**config.mk**
```make
export PLATFORM = sky130hd
export DESIGN_NAME = aabb_rt_select
export DESIGN_NICKNAME = d
export VERILOG_FILES = /design/src/design/aabb_rt_pkg.sv /design/src/design/aabb_rt_select.sv
export SDC_FILE = /design/constraint.sdc
export NUM_CORES = 1
export LEC_CHECK = 0
export BUFFER_PORTS_ARGS = -buffer_cell sky130_fd_sc_hd__buf_2
export CAP_MARGIN = 5
export CORE_AREA = 2 2 656 658
export CTS_CLUSTER_SIZE = 14
export DETAILED_ROUTE_END_ITERATION = 10
export DIE_AREA = 0 0 658 660
export GPL_ROUTABILITY_DRIVEN = 0
export PLACE_DENSITY_LB_ADDON = 0.05
export RECOVER_POWER = 50
export SLEW_MARGIN = 20
export SYNTH_ARGS = -nofsm -noshare
export SYNTH_HDL_FRONTEND = slang
export SYNTH_SLANG_ARGS = --single-unit
```
**constraint.sdc**
```tcl
create_clock -name clk -period 24.8 [get_ports clk]
set_clock_uncertainty 0.15 [all_clocks]
set_input_delay 1.24 -clock clk [delete_from_list [all_inputs] [get_ports clk]]
set_output_delay 1.24 -clock clk [all_outputs]
set_load 0.1 [all_outputs]
```
**src/design/aabb_rt_pkg.sv**
```systemverilog
// Package with the shared types, constants and helper functions of the box transform.
`timescale 1ns / 1ps

package aabb_rt_pkg;

    typedef logic signed [15:0] rot_t;
    typedef logic signed [31:0] coord_t;
    typedef logic signed [47:0] prod_t;
    typedef logic signed [33:0] term_t;
    typedef logic signed [35:0] acc_t;

    typedef logic [2:0] reg_index_t;

    localparam reg_index_t REG_BASE_MIN_X = 3'd0;
    localparam reg_index_t REG_BASE_MIN_Y = 3'd1;
    localparam reg_index_t REG_BASE_MIN_Z = 3'd2;
    localparam reg_index_t REG_BASE_MAX_X = 3'd3;
    localparam reg_index_t REG_BASE_MAX_Y = 3'd4;
    localparam reg_index_t REG_BASE_MAX_Z = 3'd5;

    localparam int PROD_SHIFT = 14;

    localparam acc_t SAT_HI = 36'sh0_7FFF_FFFF;
    localparam acc_t SAT_LO = 36'shF_8000_0000;

    typedef rot_t [2:0][2:0] rot_mat_t;
    typedef coord_t [2:0] coord_vec_t;

    typedef struct packed {
        prod_t [2:0][2:0] p_lo;
        prod_t [2:0][2:0] p_hi;
        coord_vec_t       move;
    } mul_data_t;

    typedef struct packed {
        term_t [2:0][2:0] t_lo;
        term_t [2:0][2:0] t_hi;
        coord_vec_t       move;
    } sel_data_t;

    typedef struct packed {
        acc_t [2:0] lo;
        acc_t [2:0] hi;
    } sum_data_t;

    typedef struct packed {
        coord_vec_t lo;
        coord_vec_t hi;
    } box_t;

    function automatic prod_t mul_q14(input rot_t r, input coord_t c);
        prod_t p;
        p = prod_t'(r) * prod_t'(c);
        return p;
    endfunction

    function automatic term_t shift_q14(input prod_t p);
        return term_t'(p >>> PROD_SHIFT);
    endfunction

    function automatic coord_t sat32(input acc_t a);
        coord_t c;
        if ($signed(a) > $signed(SAT_HI))
            c = coord_t'(SAT_HI[31:0]);
        else if ($signed(a) < $signed(SAT_LO))
            c = coord_t'(SAT_LO[31:0]);
        else
            c = coord_t'(a[31:0]);
        return c;
    endfunction

endpackage

```
**src/design/aabb_rt_select.sv**
```systemverilog
// Second pipeline stage: product truncation and per-column min and max selection.
`timescale 1ns / 1ps

module aabb_rt_select
    import aabb_rt_pkg::*;
(
    input  logic      clk,
    input  logic      rst_n,
    input  logic      in_valid,
    output logic      in_ready,
    input  mul_data_t in_data,
    output logic      out_valid,
    input  logic      out_ready,
    output sel_data_t out_data
);

    logic      valid_reg;
    logic      valid_next;
    sel_data_t data_reg;
    sel_data_t data_next;
    term_t     e;
    term_t     f;

    assign in_ready  = !valid_reg || out_ready;
    assign out_valid = valid_reg;
    assign out_data  = data_reg;

    always_comb
    begin
        valid_next = in_ready ? in_valid : valid_reg;
        data_next.move = in_data.move;
        e = '0;
        f = '0;
        for (int i = 0; i < 3; i++)
        begin
            for (int j = 0; j < 3; j++)
            begin
                e = shift_q14(in_data.p_lo[i][j]);
                f = shift_q14(in_data.p_hi[i][j]);
                if ($signed(e) < $signed(f))
                begin
                    data_next.t_lo[i][j] = e;
                    data_next.t_hi[i][j] = f;
                end
                else
                begin
                    data_next.t_lo[i][j] = f;
                    data_next.t_hi[i][j] = e;
                end
            end
        end
    end

    always_ff @(posedge clk or negedge rst_n)
    begin
        if (!rst_n)
            valid_reg <= 1'b0;
        else
            valid_reg <= valid_next;
    end

    always_ff @(posedge clk)
    begin
        if (in_valid && in_ready)
            data_reg <= data_next;
    end

endmodule

```
==> results.md <==
* Sequential-to-total area share from yosys stat at 42.9%
* Root Buffer: clkbuf_16
* GRT Overall Usage at 13.4%
* Power Density at 76.4 nW/um^2
* Hold Path End: out_data[72]
* HP Start: in_data[72]
* H-Tree Depth at 3
* Vias at 48600
* Pleak at 0.0241 uW
* Most common cell in the netlist: edfxtp_1
* Top post-synthesis cells by count: edfxtp_1, and2_1, nand2_1, o211ai_1, o22ai_1
* Post-DRT Antenna Nets at 0
* Number of synthesized flops with an enable pin at 708
* Max-cap violation count at 45
* Starting Density at 11.6%
* Crit Reg-Reg Startpoint: out_valid
* Largest net degree at the start of global routing at 103
* Leading area contributor after synthesis: edfxtp_1
* CTS buffer count at 120
* PortBufs at 1421
* Prevailing post-synth register cell: edfxtp_1
* Worst r2r path cells at 5
* Pwr Total at 5020 uW
* Hpwl dp at 235 mm
* Syn Std Cell Area at 49600 um^2
* Synthesis Warnings at 0
* Initial antenna violation count at 282
* Num Clock Sinks at 709
* Die H at 660 um
* Final layout net count at 7756
* Gate Count Post-Synth at 5329
* Post_cts resized at 0
* Top-area cell type share of the netlist area at 42.9%
* Syn Nets at 6590
* Final Critical Period at 9.37 ns
* Vias per cell at 3.93
* Final Hold Vio Count at 0
* Core footprint at 427000 um^2
* Boundary Pins at 1674
* Hold WC Path Type: input pin to register
* Dpl cells at 12100
* FF+latch count, synth at 709
* Slew HR at -212%
* Flop2flop setup slack at 15.48 ns
* WS Path Type: input pin to register
* Die Span X at 658 um
* Grt total ovfl at 0
* Drt drc at 0
* Setup crit end kind: register
* Clk slew on worst S/H paths at 0.06 ns
* Area Overhead vs Synth at 32.5%
* Final Max Slew Viols at 316
* First-pass GRT wire length at 408 mm
* TritonCTS clock tree: yes
* DR iter-0 viols at 2694
* CP arrival at 9.72 ns
* CP required at 25.15 ns
* Distinct cells, synth at 56
* Rows at 240
* Hold depth at 1
* Syn Area/Cell at 9.31 um^2
* Clock buffer depth at 4
* Final cell count without fillers at 12300
* # setup viols final at 0
* RSZ-0062 raised after global routing: false
* FMAX at 107 MHz
* Layout cells sized above 1 at 15.3%
* Failing checks: capacitance limit, slew limit
* Startpoint types: input pin
* Async SR Flop Fraction at 0.141%
* DR WL/cell at 24.7 um
* DR pass1 iterations at 6
* Fin crit share at 37.8%
* Die area at 434000 um^2
* Crit Path Max Fanout at 61
* VDD IR max at 0.0572 mV
* Reg-to-Reg End: out_data[379]
* Status: finished, violations left
* Post-Route WL at 304 mm
* Synth area leaders: edfxtp_1, o211ai_1, ha_1
* Worst Tran Pin Value at 4.68 ns
* Setup TNS Final at 0 ns
* Vias in the first global route at 47700
* Clock Latency Late Sink at 0.90 ns
## kinds of logic (layout without fill, tap and decap cells)
group,count (synthesis),after routing,synth area share [%]
AOI/OAI and AO/OA,1487,1487,21.4
adders and majority gates,297,297,7.49
buffers and inverters,757,2013,6.32
DFF,709,709,42.9
muxes,11,11,0.250
other,0,72,0
and+or+nand+nor,2068,2068,21.7
## flip-flops by register name, indices dropped and copies added (netlist names)
signal	flops
out_valid	1
out_data	708
## worst max-delay path: stages
cell and delay, ns:
buf_2 0.07, nand2b_1 0.13, and2_0 3.33, clkbuf_1 1.59, clkbuf_1 2.16, buf_4 0.96
## cells in the final DEF, fill, tap and decap left out, drive strengths merged, types with 11 or more instances in the layout
master,instances
clkbuf,859
o311ai,119
o21ai,51
a21oi,129
inv,303
edfxtp,708
diode,72
nand4,95
nor2b,306
nand2,518
o32ai,132
o211ai,514
ha,297
mux2,11
a21o,11
o22ai,463
and2,564
nor2,338
clkinv,58
and4,38
buf,781
nand3,175
## per-stage QoR
| stage | worst slack [ns] | hold slack (ns) | util (%) | cell area (um^2) |
|---|---|---|---|---|
| floorplan | 5.46 | 0.794 | - | 49600 |
| global placement | 18.21 | 0.357 | 14.7 | 62700 |
| detailed placement | 18.72 | 0.373 | 14.7 | 62800 |
| CTS | 19.67 | 0.236 | 15.6 | 66500 |
| global route | 14.39 | 0.272 | 15.4 | 65700 |
| finish | 15.43 | 0.368 | 15.4 | 65700 |
## area by class of cell
class / count / area, um^2
Tap cell: 5687 / 7120
Clock inverter: 72 / 586
Sequential cell: 709 / 21300
Timing Repair Buffer: 1501 / 6820
Fill cell: 48300 / 361000
Clock buffer: 140 / 3100
Inverter: 300 / 1130
Antenna cell: 72 / 180
Multi-Input combinational cell: 3863 / 25500
## power by group
group	leakage [uW]	internal, uW	total [uW]	switching (uW)
clock network	0.00182	972	1670	701
logic	0.0154	347	1820	1470
registers	0.00684	1490	1530	36.4
## per-layer routing
| layer | track usage, % | wire length, um | vias up |
|---|---|---|---|
| met1 | 14.9 | 118000 | 23600 |
| met4 | 4.64 | 10800 | 108 |
| met5 | 0 | 678 | - |
| li1 | - | - | 22500 |
| met3 | 4.17 | 22500 | 640 |
| met2 | 23.8 | 152000 | 1679 |
## worst max path at each step
stage	cells past startpoint	to	from	slack, ns
CTS	10	out_data[499]	in_data[239]	19.67
finish	6	out_data[379]	out_ready	15.43
floorplan	2	out_data[0]	out_ready	5.46
global route	5	out_data[289]	out_valid	14.39
global placement	10	out_data[499]	in_data[239]	18.21
detailed placement	10	out_data[496]	in_data[239]	18.72
## repair_timing
item | CTS | global route
hold endpoints to repair | 1 | 0
hold buffers | 1 | 0
buffers inserted | 0 | 0
(Power assumes the default switching activity.)
