**config.mk**
```make
export PLATFORM = sky130hd
export DESIGN_NAME = aabb_rt_sum
export DESIGN_NICKNAME = d
export VERILOG_FILES = /design/src/design/aabb_rt_pkg.sv /design/src/design/aabb_rt_sum.sv
export SDC_FILE = /design/constraint.sdc
export NUM_CORES = 1
export LEC_CHECK = 0
export ABC_AREA = 1
export BUFFER_PORTS_ARGS = -buffer_cell sky130_fd_sc_hd__buf_2
export CAP_MARGIN = 30
export CORE_AREA = 2 2 358 360
export CTS_BUF_LIST = sky130_fd_sc_hd__clkbuf_8 sky130_fd_sc_hd__clkbuf_16
export DETAILED_ROUTE_END_ITERATION = 6
export DIE_AREA = 0 0 360 362
export GPL_ROUTABILITY_DRIVEN = 0
export PLACE_DENSITY = 0.51
export SKIP_CTS_REPAIR_TIMING = 1
export SYNTH_ARGS = -nofsm -noshare
export SYNTH_HDL_FRONTEND = slang
export SYNTH_SLANG_ARGS = --single-unit
```
**constraint.sdc**
```tcl
create_clock -name clk -period 12.4 [get_ports clk]
set_clock_uncertainty 0.1 [all_clocks]
set_input_delay 0 -clock clk [delete_from_list [all_inputs] [get_ports clk]]
set_output_delay 0 -clock clk [all_outputs]
set_load 0.01 [all_outputs]
```
**src/design/aabb_rt_pkg.sv**
```systemverilog
// Package with the shared types, constants and helper functions of the box transform.
`timescale 1ns / 1ps

package aabb_rt_pkg;

    typedef logic signed [15:0] rot_t;
    typedef logic signed [31:0] coord_t;
    typedef logic signed [47:0] prod_t;
    typedef logic signed [33:0] term_t;
    typedef logic signed [35:0] acc_t;

    typedef logic [2:0] reg_index_t;

    localparam reg_index_t REG_BASE_MIN_X = 3'd0;
    localparam reg_index_t REG_BASE_MIN_Y = 3'd1;
    localparam reg_index_t REG_BASE_MIN_Z = 3'd2;
    localparam reg_index_t REG_BASE_MAX_X = 3'd3;
    localparam reg_index_t REG_BASE_MAX_Y = 3'd4;
    localparam reg_index_t REG_BASE_MAX_Z = 3'd5;

    localparam int PROD_SHIFT = 14;

    localparam acc_t SAT_HI = 36'sh0_7FFF_FFFF;
    localparam acc_t SAT_LO = 36'shF_8000_0000;

    typedef rot_t [2:0][2:0] rot_mat_t;
    typedef coord_t [2:0] coord_vec_t;

    typedef struct packed {
        prod_t [2:0][2:0] p_lo;
        prod_t [2:0][2:0] p_hi;
        coord_vec_t       move;
    } mul_data_t;

    typedef struct packed {
        term_t [2:0][2:0] t_lo;
        term_t [2:0][2:0] t_hi;
        coord_vec_t       move;
    } sel_data_t;

    typedef struct packed {
        acc_t [2:0] lo;
        acc_t [2:0] hi;
    } sum_data_t;

    typedef struct packed {
        coord_vec_t lo;
        coord_vec_t hi;
    } box_t;

    function automatic prod_t mul_q14(input rot_t r, input coord_t c);
        prod_t p;
        p = prod_t'(r) * prod_t'(c);
        return p;
    endfunction

    function automatic term_t shift_q14(input prod_t p);
        return term_t'(p >>> PROD_SHIFT);
    endfunction

    function automatic coord_t sat32(input acc_t a);
        coord_t c;
        if ($signed(a) > $signed(SAT_HI))
            c = coord_t'(SAT_HI[31:0]);
        else if ($signed(a) < $signed(SAT_LO))
            c = coord_t'(SAT_LO[31:0]);
        else
            c = coord_t'(a[31:0]);
        return c;
    endfunction

endpackage

```
**src/design/aabb_rt_sum.sv**
```systemverilog
// Third pipeline stage: exact sums of translation and selected terms per axis.
`timescale 1ns / 1ps

module aabb_rt_sum
    import aabb_rt_pkg::*;
(
    input  logic      clk,
    input  logic      rst_n,
    input  logic      in_valid,
    output logic      in_ready,
    input  sel_data_t in_data,
    output logic      out_valid,
    input  logic      out_ready,
    output sum_data_t out_data
);

    logic      valid_reg;
    logic      valid_next;
    sum_data_t data_reg;
    sum_data_t data_next;

    assign in_ready  = !valid_reg || out_ready;
    assign out_valid = valid_reg;
    assign out_data  = data_reg;

    always_comb
    begin
        valid_next = in_ready ? in_valid : valid_reg;
        for (int i = 0; i < 3; i++)
        begin
            data_next.lo[i] = acc_t'(in_data.move[i])
                            + acc_t'(in_data.t_lo[i][0])
                            + acc_t'(in_data.t_lo[i][1])
                            + acc_t'(in_data.t_lo[i][2]);
            data_next.hi[i] = acc_t'(in_data.move[i])
                            + acc_t'(in_data.t_hi[i][0])
                            + acc_t'(in_data.t_hi[i][1])
                            + acc_t'(in_data.t_hi[i][2]);
        end
    end

    always_ff @(posedge clk or negedge rst_n)
    begin
        if (!rst_n)
            valid_reg <= 1'b0;
        else
            valid_reg <= valid_next;
    end

    always_ff @(posedge clk)
    begin
        if (in_valid && in_ready)
            data_reg <= data_next;
    end

endmodule

```
==> impl_metrics.csv, run 1 <==
group,metric,value,unit
outcome,status,"complete, but fails checks",
outcome,violations,"hold timing",
setup_path,cpPeakStageDelay,560,ps
clock_tree,htree_levels,2,
detailed_routing,drcViolationCount,0,
detailed_routing,first_pass_iters,6,
setup_path,reg2reg_slack,9920,ps
floorplanning,die_area,130000,µm²
setup_path,crit_chain,"dlygate4sd3_1 -> buf_2 -> fa_1 -> dlygate4sd3_1 -> ha_1 -> inv_1 -> fa_1 -> inv_1 -> nand3_1 -> nand3_1 -> nand2_1 -> nand2_1 -> nand2_1 -> nand2_2 -> nand2_1 -> nand3_1 -> nand2_1",
sta,maxSlewViolCount,0,
sta,slew_headroom,30.7,%
floorplanning,top_level_ports,930,
setup_path,crit_type,"primary input to flop",
detailed_routing,drt-total-wl,128,mm
logic_synthesis,netlist_top_cells_count,"inv_1 (1556), nand2_1 (1082), fa_1 (414)",
clock_tree,clockBufferDepth,3,
detailed_routing,vias,31200,
setup_path,worstPathMaxFanout,3,
logic_synthesis,ys_seq_area_share,19.8,%
setup_path,cp.required,12640,ps
logic_synthesis,yosys_warnings,0,
cells_and_area,nets,6888,
cells_and_area,fill_cells,13900,
detailed_routing,wl_per_cell,17.7,µm
logic_synthesis,synthTopCellsByArea,"fa_1 (25%), edfxtp_1 (20%), inv_1 (18%)",
logic_synthesis,ys_ff_latch,217,
global_route,grt_use_met3,3.58,%
floorplanning,placementRows,131,
cells_and_area,final_layout_size_suffix_gt1_share,18.6,%
clock_tree,numCtsBuffers,36,
setup_path,worst_ep_arrival_time,3600,ps
clock_tree,clk_pin_slew_worst_paths,60,ps
logic_synthesis,synth_cells,4548,
setup_path,cp-start-kind,"primary input",
sta,fmaxAchievable,0.297,GHz
placement,dp_hpwl,116,mm
hold_path,hold_path_class,"primary input to flop",
pwr,worst_ir_drop_vdd,0.0886,mV
sta,setup_viol_count_final,0,
floorplanning,core,127000,µm²
floorplanning,die_x,360,µm
clock_tree,cts_sinks,217,
global_route,top_usage_layer,"met2",
sta,rsz0062_at_grt,"false",
logic_synthesis,yosysTopAreaCell,"fa_1",
sta,min_period,3370,ps
sta,fin_crit_sh,27.2,%
sta,hold_slack,-24.0,ps
setup_path,cp_slowest_cell,"dlygate4sd3_1",
floorplanning,chipHeight,362,µm
global_route,grt_pass1_wl,186,mm
logic_synthesis,synth_edf_count,216,
logic_synthesis,synth.avg_cell_area,7.22,µm²
logic_synthesis,synth_ff_type,"edfxtp_1",
global_route,met1_usage,23.2,%
detailed_routing,antenna_left,0,
logic_synthesis,synth.most_common_cell,"inv_1",
clock_tree,cts_root_buffer,"clkbuf_16",
global_route,grt_max_degree,127,
job,max_cap_viol_count,0,
pwr,p_leak,24.1,nW
sta,worstMarginPinSlew,1040,ps
placement,portBuffers,929,
pwr,power,6.73,mW
clock_tree,cts_tree,"yes",
hold_path,hold_path_depth,6,
global_route,antenna_found_initial,17,
global_route,grt_pass1_vias,31000,
setup_path,rr_worst_depth,3,
setup_path,crit_top_cell,"nand2_1",
floorplanning,start_util,25.9,%
sta,hold_viol_final,2,
detailed_routing,routed_via_density,4.31,
global_route,met2_usage,34.4,%
setup_path,endpoint_kind,"flop",
logic_synthesis,syn_nets,5884,
pwr,power_density,163,nW/µm²
detailed_routing,drt-initial-drc-count,1982,
logic_synthesis,synth_top_cell_area_share,25.2,%
logic_synthesis,synth_cell_types,19,
cells_and_area,areaGrowthSynthToFinish,25.4,%
logic_synthesis,ys_async_sr_fraction,0.461,%
global_route,grt_overflow,0,
sta,tns,0,ps
logic_synthesis,post_synth_instance_area,32900,µm²
global_route,grt_use_total,19.2,%
clock_tree,clkLatencyLatePin,570,ps
[metrics by stage]
step	cell area [µm²]	setup WS, ps	instances	utilization [%]
6_report	41200	9030	7244	32.5
5_1_grt	41200	8790	7242	32.5
3_5_place_dp	39600	8910	7142	31.3
2_1_floorplan	32900	611	4548	-
3_3_place_gp	39600	8950	7142	31.3
4_1_cts	40900	9560	7208	32.2
[registers in the layout, summed over array words and instances, names as in the netlist]
signal,flops
out_valid,1
out_data,216
[cell families (layout without fill, tap and decap cells)]
family                     count (synthesis)  count (layout)  share of synthesized area [%]
and+or+nand+nor                         1676            1676                           20.5
buffers and inverters                   1556            2588                           17.8
adders and majority gates                624             624                           33.2
AOI/OAI and AO/OA                        367             367                           5.77
DFF                                      217             217                           19.8
xor gates and xnor gates                 108             108                           2.88
other                                      0               2                              0
[where the power goes]
group	internal (mW)	total (mW)	switching [mW]
registers	1.21	1.33	0.117
logic	1.49	4.32	2.83
clock network	0.651	1.08	0.433
[cell type report]
cell class,count,area [µm²],share of cell area (%)
Tap cell,1662,2080,5.05
Multi-Input combinational cell,2775,20500,49.8
Sequential cell,217,6510,15.8
Clock inverter,29,298,0.723
Inverter,1556,5840,14.2
Antenna cell,2,5.00,0.0121
Timing Repair Buffer,966,5020,12.2
Clock buffer,37,926,2.25
[per-layer routing]
metal	wire, µm	share of wire, %
met3	8020	6.2
met5	59	0.046
met1	51700	40
met2	64400	50
met4	4250	3.3
[critical path: cells and delay by family]
family	cells	cell delay, ps
buffers and inverters	5	1450
adders and majority gates	3	1270
and+or+nand+nor	9	880
[cells in the final DEF, fill, tap and decap left out, drive strengths merged]
cell	instances
o21ai	120
nand4	24
o21bai	18
diode	2
buf	932
ha	210
fa	414
bufinv	5
clkinv	15
edfxtp	216
dlygate4sd3	34
o21a	6
nor3	48
nand3	150
xor2	96
nor2	342
dfrtp	1
inv	1563
clkbuf	37
nand2	1112
a21oi	223
clkinvlp	2
xnor2	12
[path summary, 6_finish.rpt]
check                             startpoint            end
max in group asynchronous              rst_n      out_valid
worst max register to register     out_valid  out_data[124]
worst max-delay path            in_data[675]  out_data[213]
worst min register to register     out_valid   out_data[73]
min in group asynchronous              rst_n      out_valid
worst min-delay path            in_data[401]  out_data[107]
Power figures use the tool's default switching activity.
==> run 2: changes to the inputs <==
--- a/config.mk
+++ b/config.mk
@@ -8,12 +8,12 @@
 export ABC_AREA = 1
 export BUFFER_PORTS_ARGS = -buffer_cell sky130_fd_sc_hd__buf_2
 export CAP_MARGIN = 30
-export CORE_AREA = 2 2 358 360
+export CORE_AREA = 2 2 362 364
 export CTS_BUF_LIST = sky130_fd_sc_hd__clkbuf_8 sky130_fd_sc_hd__clkbuf_16
 export DETAILED_ROUTE_END_ITERATION = 6
-export DIE_AREA = 0 0 360 362
+export DIE_AREA = 0 0 364 366
 export GPL_ROUTABILITY_DRIVEN = 0
-export PLACE_DENSITY = 0.51
+export PLACE_DENSITY = 0.49
 export SKIP_CTS_REPAIR_TIMING = 1
 export SYNTH_ARGS = -nofsm -noshare
 export SYNTH_HDL_FRONTEND = slang
==> constraint.sdc (replaced) <==
create_clock -name clk -period 3.41 [get_ports clk]
set_clock_uncertainty 0.1 [all_clocks]
set_input_delay 0 -clock clk [delete_from_list [all_inputs] [get_ports clk]]
set_output_delay 0 -clock clk [all_outputs]
set_load 0.01 [all_outputs]
==> run 2 against run 1 <==
The run still ends with hold timing left. First-iteration DRC count is 5.0% higher. Largest power group unchanged. Utilization is 0.34 points lower. Register-to-register slack worse by 8400 ps.
==> impl_metrics.csv, run 2 (synthesized netlist as in run 1, its figures left out) <==
group,metric,value,unit
cells_and_area,final_cells,7350,
placement,dp.cells,7249,
sta,fin_crit_sh,91.8,%
detailed_routing,antenna_left,0,
floorplanning,core,129000,µm²
floorplanning,start_util,25.5,%
sta,hold_slack,-9.94,ps
cells_and_area,design_area,41500,µm²
setup_path,worstPathMaxFanout,3,
global_route,antenna_found_initial,15,
sta,slew_headroom,67.1,%
clock_tree,numCtsBuffers,36,
hold_path,hold_path_class,"primary input to flop",
cells_and_area,largest_register_ff_count,216,
setup_path,reg2reg_to,"out_data[32]",
floorplanning,chipHeight,366,µm
floorplanning,die_area,133000,µm²
cells_and_area,final_layout_size_suffix_gt1_share,19.0,%
outcome,violations,"hold timing",
clock_tree,cts_sinks,217,
sta,fmaxAchievable,0.319,GHz
detailed_routing,wl_per_cell,17.8,µm
clock_tree,clk_pin_slew_worst_paths,50,ps
setup_path,rr_worst_depth,3,
sta,min_period,3130,ps
clock_tree,htree_levels,2,
detailed_routing,drt-total-wl,131,mm
floorplanning,die_x,364,µm
sta,setup_viol_count_final,0,
detailed_routing,drcViolationCount,0,
floorplanning,placementRows,132,
cells_and_area,nets,6912,
cells_and_area,final_util,32.2,%
clock_tree,cts_root_buffer,"clkbuf_16",
setup_path,reg2reg_slack,1530,ps
setup_path,cp-start-kind,"primary input",
setup_path,cp-startpoint,"in_data[165]",
global_route,grt_overflow,0,
sta,rsz0062_at_grt,"false",
setup_path,r2r_start,"out_valid",
placement,dp_hpwl,118,mm
pwr,power_density,592,nW/µm²
setup_path,endpoint_kind,"flop",
global_route,grt_use_total,19.2,%
placement,dpl_cell_area,40000,µm²
detailed_routing,vias,31200,
setup_path,cp.required,3640,ps
sta,worstMarginPinSlew,489,ps
cells_and_area,fill_cells,14100,
cells_and_area,layout_common_cells,"inv_1 (1560), nand2_1 (1082), buf_2 (929)",
pwr,p_leak,24.2,nW
sta,hold_viol_final,2,
placement,portBuffers,929,
global_route,grt_pass1_wl,191,mm
global_route,grt_pass1_vias,32100,
setup_path,crit_end,"out_data[33]",
setup_path,crit_type,"primary input to flop",
detailed_routing,routed_via_density,4.25,
cells_and_area,layout_commonest_cell,"inv_1",
clock_tree,clkLatencyLatePin,550,ps
global_route,grt_max_degree,49,
detailed_routing,drt-initial-drc-count,2082,
sta,maxSlewViolCount,0,
cells_and_area,areaGrowthSynthToFinish,26.3,%
floorplanning,top_level_ports,930,
job,max_cap_viol_count,0,
pwr,worst_ir_drop_vdd,0.259,mV
setup_path,worst_ep_arrival_time,3360,ps
detailed_routing,first_pass_iters,5,
outcome,status,"complete, but fails checks",
clock_tree,clockBufferDepth,3,
clock_tree,cts_tree,"yes",
[run 2: cell types whose count changed in the layout (fill, tap and decap cells not counted), sizes merged]
cell         delta
inv             -2
dlygate4sd3     -3
clkinvlp        +2
clkinv          -1
buf            +27
diode           +4
clkbuf          -1
[run 2: worst min-delay path by stage]
stage                             from      endpoint  slack [ps]  depth (start not counted)
after floorplan                  rst_n     out_valid        -400                          0
after global placement           rst_n     out_valid        -320                          1
after detailed placement         rst_n     out_valid        -320                          1
after CTS                        rst_n     out_valid        -950                          1
after global routing      in_data[197]  out_data[35]           2                          6
final                     in_data[197]  out_data[35]         -10                          6
[run 2: metrics by stage]
stage               power (mW)  hold WS (ps)  setup WS [ps]  setup TNS (ps)
floorplan                 14.7          -396          -1120         -242700
CTS                       24.8          -951            738               0
global route              26.9          1.54            115               0
finish                    24.6         -9.94            279               0
global placement          20.7          -323            118               0
detailed placement        20.7          -323            125               0
[run 2: metal layers]
layer  GRT usage [%]  vias to the layer above  wire, µm
li1                -                    15300         -
met1            23.5                    14700     53700
met2            33.7                     1056     63900
met3            2.68                      181      7350
met4            7.83                        8      5820
met5               0                        -        47
[run 2: critical path: stages]
cell           delay, ps
dlygate4sd3_1        530
buf_2                130
fa_1                 510
dlygate4sd3_1        550
ha_1                 180
inv_1                 70
fa_1                 460
inv_1                120
nand3_1               80
nand3_1              110
nand2_1               60
nand2_1              130
nand2_1               80
nand2_2               90
nand2_1               90
nand3_1               90
nand2_1               70
[run 2: area by class of cell]
class	instances	area (µm²)	area share, %
Antenna cell	6	15.0	0.0362
Clock buffer	36	901	2.17
Clock inverter	28	295	0.711
Inverter	1556	5840	14.1
Multi-Input combinational cell	2775	20500	49.4
Sequential cell	217	6510	15.7
Tap cell	1742	2180	5.25
Timing Repair Buffer	990	5250	12.6
[run 2: power by group]
part / total [mW] / internal (mW) / switching (mW)
Combinational: 15.9 / 5.53 / 10.4
Sequential: 4.80 / 4.40 / 0.393
Clock: 3.85 / 2.32 / 1.53
