--- config.mk ---
export PLATFORM = sky130hd
export DESIGN_NAME = aabb_rt_sat
export DESIGN_NICKNAME = d
export VERILOG_FILES = /design/src/design/aabb_rt_pkg.sv /design/src/design/aabb_rt_sat.sv
export SDC_FILE = /design/constraint.sdc
export NUM_CORES = 1
export LEC_CHECK = 0
export ABC_AREA = 1
export BUFFER_PORTS_ARGS = -buffer_cell sky130_fd_sc_hd__buf_2
export CORE_AREA = 2 2 162 164
export CTS_BUF_LIST = sky130_fd_sc_hd__clkbuf_8
export CTS_CLUSTER_SIZE = 25
export DETAILED_ROUTE_END_ITERATION = 8
export DIE_AREA = 0 0 164 166
export GPL_TIMING_DRIVEN = 0
export SLEW_MARGIN = 20
export SYNTH_ARGS = -nofsm -noshare
export SYNTH_HDL_FRONTEND = slang
export SYNTH_SLANG_ARGS = --single-unit
--- constraint.sdc ---
create_clock -name clk -period 13.57 [get_ports clk]
set_clock_uncertainty 0.05 [all_clocks]
set_input_delay 0.6785 -clock clk [delete_from_list [all_inputs] [get_ports clk]]
set_output_delay 0.6785 -clock clk [all_outputs]
set_load 0.02 [all_outputs]
--- src/design/aabb_rt_pkg.sv ---
// Package with the shared types, constants and helper functions of the box transform.
`timescale 1ns / 1ps

package aabb_rt_pkg;

    typedef logic signed [15:0] rot_t;
    typedef logic signed [31:0] coord_t;
    typedef logic signed [47:0] prod_t;
    typedef logic signed [33:0] term_t;
    typedef logic signed [35:0] acc_t;

    typedef logic [2:0] reg_index_t;

    localparam reg_index_t REG_BASE_MIN_X = 3'd0;
    localparam reg_index_t REG_BASE_MIN_Y = 3'd1;
    localparam reg_index_t REG_BASE_MIN_Z = 3'd2;
    localparam reg_index_t REG_BASE_MAX_X = 3'd3;
    localparam reg_index_t REG_BASE_MAX_Y = 3'd4;
    localparam reg_index_t REG_BASE_MAX_Z = 3'd5;

    localparam int PROD_SHIFT = 14;

    localparam acc_t SAT_HI = 36'sh0_7FFF_FFFF;
    localparam acc_t SAT_LO = 36'shF_8000_0000;

    typedef rot_t [2:0][2:0] rot_mat_t;
    typedef coord_t [2:0] coord_vec_t;

    typedef struct packed {
        prod_t [2:0][2:0] p_lo;
        prod_t [2:0][2:0] p_hi;
        coord_vec_t       move;
    } mul_data_t;

    typedef struct packed {
        term_t [2:0][2:0] t_lo;
        term_t [2:0][2:0] t_hi;
        coord_vec_t       move;
    } sel_data_t;

    typedef struct packed {
        acc_t [2:0] lo;
        acc_t [2:0] hi;
    } sum_data_t;

    typedef struct packed {
        coord_vec_t lo;
        coord_vec_t hi;
    } box_t;

    function automatic prod_t mul_q14(input rot_t r, input coord_t c);
        prod_t p;
        p = prod_t'(r) * prod_t'(c);
        return p;
    endfunction

    function automatic term_t shift_q14(input prod_t p);
        return term_t'(p >>> PROD_SHIFT);
    endfunction

    function automatic coord_t sat32(input acc_t a);
        coord_t c;
        if ($signed(a) > $signed(SAT_HI))
            c = coord_t'(SAT_HI[31:0]);
        else if ($signed(a) < $signed(SAT_LO))
            c = coord_t'(SAT_LO[31:0]);
        else
            c = coord_t'(a[31:0]);
        return c;
    endfunction

endpackage

--- src/design/aabb_rt_sat.sv ---
// Fourth pipeline stage: saturation to 32 bits into the result register.
`timescale 1ns / 1ps

module aabb_rt_sat
    import aabb_rt_pkg::*;
(
    input  logic      clk,
    input  logic      rst_n,
    input  logic      in_valid,
    output logic      in_ready,
    input  sum_data_t in_data,
    output logic      out_valid,
    input  logic      out_ready,
    output box_t      out_data
);

    logic valid_reg;
    logic valid_next;
    box_t data_reg;
    box_t data_next;

    assign in_ready  = !valid_reg || out_ready;
    assign out_valid = valid_reg;
    assign out_data  = data_reg;

    always_comb
    begin
        valid_next = in_ready ? in_valid : valid_reg;
        for (int i = 0; i < 3; i++)
        begin
            data_next.lo[i] = sat32(in_data.lo[i]);
            data_next.hi[i] = sat32(in_data.hi[i]);
        end
    end

    always_ff @(posedge clk or negedge rst_n)
    begin
        if (!rst_n)
            valid_reg <= 1'b0;
        else
            valid_reg <= valid_next;
    end

    always_ff @(posedge clk)
    begin
        if (in_valid && in_ready)
            data_reg <= data_next;
    end

endmodule

==> results of run 1 <==
[sequential cells by signal, indices dropped and copies added (netlist names)]
| signal | count |
|---|---|
| out_valid | 1 |
| out_data | 192 |
[kinds of logic after synthesis]
kind of cell           synth area share
AO/OA/AOI/OAI                   0.00934
buffers and inverters            0.0391
flip-flops                        0.745
AND/OR/NAND/NOR                   0.207
[worst register-to-register path, cell delays in order, from the launching register on]
cell     delay [ps]
dfrtp_1         430
a21oi_4         470
buf_16          250
buf_16          200
buf_16          180
buf_16          180
buf_8           190
[power breakdown]
part           internal (mW)  switching (mW)  total, mW
logic                 0.0785           0.131      0.209
registers              0.701         0.00798      0.709
clock network          0.151           0.227      0.378
[Yosys cell counts, drive strengths merged]
cell type,number,area (um2)
nand2,391,1540
buf,36,236
a21o,1,7.51
inv,12,45.0
o21ai,6,60.1
clkbuf,6,22.5
a21oi,1,5.00
edfxtp,192,5770
dfrtp,1,25.0
nand3b,5,37.5
nor2,7,26.3
[cells in the final DEF, fill, tap and decap left out, drive strengths merged]
cell type    count
nand2          391
diode            2
dlygate4sd3      1
bufinv           1
dfrtp            1
nor2             7
a21o             1
clkinvlp         2
edfxtp         192
buf            459
clkbuf          23
inv             17
o21ai            6
nand3b           5
clkinv           7
a21oi            1
[final cells by class]
type                       instances  area, um2
tap                              335        419
clock inverter                    15        158
clock buffer                      17        234
fill                            2496      14700
timing repair buffer             424       2330
sequential                       193       5790
inverter                          12       45.0
buffer                            42        259
multi-input combinational        411       1690
antenna                            2       5.00
[per-layer routing]
| layer | up-vias | wire length, um | share of wire |
|---|---|---|---|
| met5 | - | 27 | 0.0012 |
| met4 | 4 | 722 | 0.033 |
| met3 | 42 | 2070 | 0.095 |
| met2 | 286 | 10900 | 0.50 |
| met1 | 2774 | 8180 | 0.37 |
| li1 | 3036 | - | - |
[worst max path at each step]
stage          startpoint       endpoint  slack [ps]  cells after the start
6_report        out_valid  out_data[121]       11320                      6
5_1_grt         out_valid  out_data[121]       11220                      6
4_1_cts         out_valid  out_data[121]       11310                      6
3_5_place_dp    out_ready  out_data[118]       10930                      8
3_3_place_gp     in_valid  out_data[118]       -1620                      3
2_1_floorplan    in_valid    out_data[0]        2770                      2
[metrics by stage]
| stage | utilization | hold WS, ps | TNS (ps) |
|---|---|---|---|
| 3_5_place_dp | 0.411 | 404 | 0 |
| 5_1_grt | 0.427 | 375 | 0 |
| 4_1_cts | 0.426 | 358 | 0 |
| 6_report | 0.427 | 404 | 0 |
| 3_3_place_gp | 0.401 | 403 | -307570 |
| 2_1_floorplan | - | 333 | 0 |
==> metrics.sh, run 1 <==
CP_MAX_FO=23
GP_CONGESTION=0.813
TIGHTESTPINTRANSITION_PS=516
GRT.OVERFLOW.TOTAL=0
LAYOUT.NETS=1321
POST_SYN_INSTANCES=658
RSZ0062_AT_GRT='no'
REGTOREGSETUPSLACK_PS=11320
ROUTE.DETAILED.WL_PER_INST_UM=15.1
PATH_CELLS='a21oi_4 > buf_16 > buf_16 > buf_16 > buf_16 > buf_8'
SYN_AVG_CELL_AREA_UM2=11.8
DETAIL_ROUTE.VIAS_PER_CELL=4.23
ROUTE.ANTENNA.REMAINING_NETS=0
TOTAL_NUMBER_OF_VIAS=6142
YS_TYPES=15
ANTENNA_FOUND_INITIAL=4
GLOBAL_ROUTE.PEAK_USAGE_LAYER='met2'
IO_BUFFER_COUNT=413
CTS.REPAIR_TIMING.SETUP_BUFFER_COUNT=0
REMAINING_DRC_ERRORS=0
DPL_WORST_SLACK_PS=10930
DIE_EXTENT_IN_X_UM=164
CORE_AREA_UM2=25600
WORSTPATHARRIVAL_PS=2350
YS_WARN_COUNT=0
LEAK_nW=5.05
CRIT_FAMILY='buffers and inverters'
FINAL_COUNT_OF_PINS_VIOLATING_MAX_SLEW=0
VIA_COUNT_OF_THE_FIRST_GLOBAL_ROUTING_PASS=6035
FIRSTDRTPASSITERS=4
CRIT_SLOWEST_CELL='a21oi_4'
GR-USAGE-ALL-LAYERS=0.157
SETUP_VIOLATIONS=0
FMAXACHIEVABLE_MHz=445
GRT.MET1_USAGE=0.170
CLKTRANSATPATHREGS_PS=110
DETAILED_PLACE_HPWL_UM=17000
OUTCOME='complete, no violations'
HP-START='in_valid'
SYN_TO_FINAL_GROWTH_PCT=40.6
DP_CELLS=1416
FLOORPLAN.DIE.HEIGHT_UM=166
CP_NUM_BUF_INV=5
YOSYS_REGISTER_BITS=193
DRV.MAX_CAP_VIOLATION_COUNT=0
TRITONCTS.NUM_BUFFERS=17
WORSTSETUPSTARTPOINTTYPE='flip-flop'
FINALINSTANCEAREA_UM2=10900
DIEAREA_UM2=27200
PLACEMENT_ROWS=59
PLACEDINSTANCEAREA_UM2=10500
CRITICAL-PATH-MAX-STAGE-DELAY_PS=460
TIMING.SETUP.CRITICAL_PATH_CLASS='reg2reg'
POWER.DENSITY_CELL_AREA_nW_PER_UM2=119
INITIAL_CORE_UTIL=0.303
IO_PINS=414
FINAL_HOLD_VIOL_COUNT=0
FINAL_CELL_COUNT_NO_FILL=1451
TOTALPOWERFINAL_mW=1.30
CLK_ROOT_BUFFER_CELL='clkbuf_8'
CRIT_TOP_CELL='buf_16'
WORSTHOLDPATHTYPE='in2reg'
ROUTE.FINAL.WIRE_LENGTH_UM=21900
CTS_HTREE_LEVELS=4
INSERTION_DELAY_PS=450
WIRE_LENGTH_OF_THE_FIRST_GLOBAL_ROUTING_PASS_UM=32500
LAYOUT_WORST_PATH_CYCLE_SHARE=0.166
TIMING.MAX_SLEW.REL_SLACK=0.655
CTSRESIZECOUNT=0
CTS_SINKS=193
PERIOD_NEEDED_PS=2250
R2R-START='out_valid'
R2R_END='out_data[121]'
CP.REQUIRED_PS=13680
PIN_COUNT_OF_THE_BIGGEST_NET_ENTERING_GLOBAL_ROUTING=24
MET3_USAGE=0.0607
DRT_ITER0_DRC=367
HOLDPATHSTAGES=3
WORST_HOLD_PATH_EP='out_valid'
TRITONCTS='built'
GR-USAGE-MET2=0.273
CTS_HOLD_BUF=1
FRACTION_OF_LAYOUT_INSTANCES_USING_A_DRIVE_STRENGTH_ABOVE_1=0.472
CLOCKBUFFERDEPTH=2
END_KIND='flip-flop'
SYNTHESIS.NETS=878
SYNTH_AREA_UM2=7770
IR_DROP_V=0.0000492
WORST_R2R_PATH_CELLS=6
FINAL_CRITICAL_PATH_SETUP_SLACK_PS=11320
YS_SEQ_AREA_FRAC=0.745
(Power assumes the default switching activity.)
==> inputs of run 2 (changes only) <==
CORE_AREA = 2 2 161 163   (was 2 2 162 164)
DIE_AREA = 0 0 163 165   (was 0 0 164 166)
clock period = 2 ns   (was 13.57 ns; I/O delays follow)
==> run 2 against run 1 <==
  * Setup slack got worse by 11000 ps
  * Via count rose by 14%
  * Die area fell by 1.2%
  * Clock power rose to 7.1 times the previous value
  * Largest cell class unchanged
  * Combinational power rose to 8.4 times the previous value
  * Highest routed layer is now met4
  * Largest power group unchanged
  * Routed wire length rose by 14%
==> metrics.sh, run 2 (same netlist as run 1, synthesis figures left out) <==
OUTCOME='complete, no violations'  # unchanged
GR-USAGE-MET2=0.315  # was 0.273
LARGEST_REG_FLOPS=192  # unchanged
DIE_EXTENT_IN_X_UM=163  # was 164 um
CTS_HTREE_LEVELS=4  # unchanged
IR_DROP_V=0.000321  # was 0.0000492 V
CP_MAX_FO=24  # was 23
PLACEMENT_ROWS=58  # was 59
END_KIND='flip-flop'  # unchanged
DP_CELLS=1410  # was 1,416
WORST_R2R_PATH_CELLS=5  # was 6
GP_CONGESTION=0.815  # was 0.813
DETAILED_PLACE_HPWL_UM=17300  # was 17,000 um
DRV.MAX_CAP_VIOLATION_COUNT=0  # unchanged
WORSTHOLDPATHTYPE='in2reg'  # unchanged
TRITONCTS.NUM_BUFFERS=17  # unchanged
CRITICAL-PATH-MAX-STAGE-DELAY_PS=450  # was 460 ps
ANTENNA_FOUND_INITIAL=0  # was 4
DPL_WORST_SLACK_PS=-417  # was 10,930 ps
R2R-START='out_valid'  # unchanged
R2R_END='out_data[174]'  # was out_data[121]
INITIAL_CORE_UTIL=0.310  # was 0.303
DETAIL_ROUTE.VIAS_PER_CELL=4.25  # was 4.23
FIRSTDRTPASSITERS=5  # was 4
GR-USAGE-ALL-LAYERS=0.178  # was 0.157
SYN_TO_FINAL_GROWTH_PCT=66.9  # was 40.6%
FINAL_CELL_MIX='buf_2, nand2_1, dlygate4sd3_1, edfxtp_1, nand2_2'  # was buf_2, nand2_1, edfxtp_1, nand2_2, clkbuf_8
CTS_SINKS=193  # unchanged
VIA_COUNT_OF_THE_FIRST_GLOBAL_ROUTING_PASS=7204  # was 6,035
CLKTRANSATPATHREGS_PS=110  # about the same
CP_NUM_BUF_INV=4  # was 5
DRT_ITER0_DRC=425  # was 367
LAYOUT_WORST_PATH_CYCLE_SHARE=0.959  # was 0.166
WORSTSETUPSTARTPOINTTYPE='flip-flop'  # unchanged
CORE_AREA_UM2=25000  # was 25,600 um2
ROUTE.ANTENNA.REMAINING_NETS=0  # unchanged
WIRE_LENGTH_OF_THE_FIRST_GLOBAL_ROUTING_PASS_UM=36900  # was 32,500 um
WORST_HOLD_PATH_EP='out_data[128]'  # was out_valid
CLK_ROOT_BUFFER_CELL='clkbuf_8'  # unchanged
FINAL_COUNT_OF_PINS_VIOLATING_MAX_SLEW=0  # unchanged
TIMING.SETUP.CRITICAL_PATH_CLASS='reg2reg'  # unchanged
FINAL_CRITICAL_PATH_SETUP_SLACK_PS=81.6  # was 11,320 ps
DIEAREA_UM2=26900  # was 27,200 um2
ROUTE.DETAILED.WL_PER_INST_UM=15.1  # about the same
LEAK_nW=5.90  # was 5.05 nW
SETUP_VIOLATIONS=0  # unchanged
FRACTION_OF_LAYOUT_INSTANCES_USING_A_DRIVE_STRENGTH_ABOVE_1=0.401  # was 0.472
CRIT_SLOWEST_CELL='dfrtp_2'  # was a21oi_4
CRIT_FAMILY='buffers and inverters'  # unchanged
ROUTE.FINAL.WIRE_LENGTH_UM=24900  # was 21,900 um
MET3_USAGE=0.0447  # was 0.0607
REGTOREGSETUPSLACK_PS=80  # was 11,320 ps
PATH_CELLS='a21oi_4 > buf_4 > buf_16 > buf_16 > buf_16'  # was a21oi_4 > buf_16 > buf_16 > buf_16 > buf_16 > buf_8
PERIOD_NEEDED_PS=1920  # was 2250 ps
LAYOUT.CELLS.MOST_COMMON='buf_2'  # unchanged
TRITONCTS='built'  # unchanged
GRT.OVERFLOW.TOTAL=0  # unchanged
TIGHTESTPINTRANSITION_PS=257  # was 516 ps
LAYOUT.NETS=1525  # was 1,321
CP.REQUIRED_PS=2100  # was 13,680 ps
GLOBAL_ROUTE.PEAK_USAGE_LAYER='met2'  # unchanged
HOLDPATHSTAGES=4  # was 3
GRT.MET1_USAGE=0.201  # was 0.170
HP-START='in_data[178]'  # was in_valid
INSERTION_DELAY_PS=450  # about the same
PIN_COUNT_OF_THE_BIGGEST_NET_ENTERING_GLOBAL_ROUTING=25  # was 24
CLOCKBUFFERDEPTH=2  # unchanged
FINAL_CELL_COUNT_NO_FILL=1650  # was 1,451
FMAXACHIEVABLE_MHz=521  # was 445 MHz
IO_BUFFER_COUNT=413  # unchanged
FINAL_HOLD_VIOL_COUNT=0  # unchanged
TIMING.MAX_SLEW.REL_SLACK=0.828  # was 0.655
REMAINING_DRC_ERRORS=0  # unchanged
CRIT_TOP_CELL='buf_16'  # unchanged
POWER.DENSITY_CELL_AREA_nW_PER_UM2=713  # was 119 nW/um2
RSZ0062_AT_GRT='no'  # unchanged
WORSTPATHARRIVAL_PS=2010  # was 2350 ps
FLOORPLAN.DIE.HEIGHT_UM=165  # was 166 um
TOTAL_NUMBER_OF_VIAS=7014  # was 6,142
IO_PINS=414  # unchanged
[run 2: changes by cell type in the layout (fill, tap and decap cells not counted), sizes merged]
cell         previous run  this run
clkbuf                 23        24
dlygate4sd3             1       203
bufinv                  1         2
buf                   459       460
clkinv                  7         4
inv                    17        19
[run 2: cell type report]
class,count,area (um2)
clock inverters,15,176
fillers,2205,12100
diodes,2,5.00
repair buffers,628,4360
plain buffers,42,259
well taps,330,413
multi-input cells,411,1690
flip-flops and latches,193,5790
inverters,12,45.0
clock buffers,17,234
[run 2: routing by layer]
| layer | up-vias | wire (um) |
|---|---|---|
| met5 | - | 0 |
| met4 | 0 | 861 |
| met3 | 63 | 1800 |
| met2 | 303 | 12800 |
| met1 | 3204 | 9420 |
| li1 | 3444 | - |
[run 2: worst reg2reg max path, delay by kind of cell (launching register included)]
kind | cells | cell delay [ps]
AOI/OAI and AO/OA | 1 | 190
DFF | 1 | 450
buffers and inverters | 4 | 910
[run 2: worst max-delay path by stage]
stage / slack (ps) / end / from / cells past startpoint
6_report: 80 / out_data[174] / out_valid / 5
5_1_grt: 8 / out_data[174] / out_valid / 5
4_1_cts: 40 / out_data[100] / out_valid / 6
3_5_place_dp: -420 / out_data[101] / out_valid / 6
3_3_place_gp: -3470 / out_data[62] / out_valid / 1
2_1_floorplan: -2130 / out_data[0] / out_valid / 1
[run 2: metrics by stage]
step	TNS (ps)	hold slack [ps]	total power, mW	cell area (um2)	util
after floorplan	-408130	-246	5.69	7790	-
after CTS	0	6.31	9.38	13000	0.517
final	0	50.4	9.25	13000	0.518
after detailed placement	-13980	-173	6.34	10500	0.419
after global routing	0	31.1	9.69	13000	0.518
after global placement	-662030	-173	6.28	10300	0.410
[run 2: repair_timing]
action / in CTS / in global routing
gates resized for setup: 0 / 1
hold endpoints to repair: 194 / 0
hold buffers: 203 / 0
endpoints found under the setup margin: 96 / 28
cloned: 0 / 1
setup buffers: 1 / 1
pin swaps: 1 / 0
[run 2: report_power, final]
part           internal [mW]  total (mW)  switching [mW]
clock network           1.16        2.67            1.52
registers               4.76        4.82          0.0627
logic                  0.794        1.76           0.965
total                   6.71        9.25            2.54
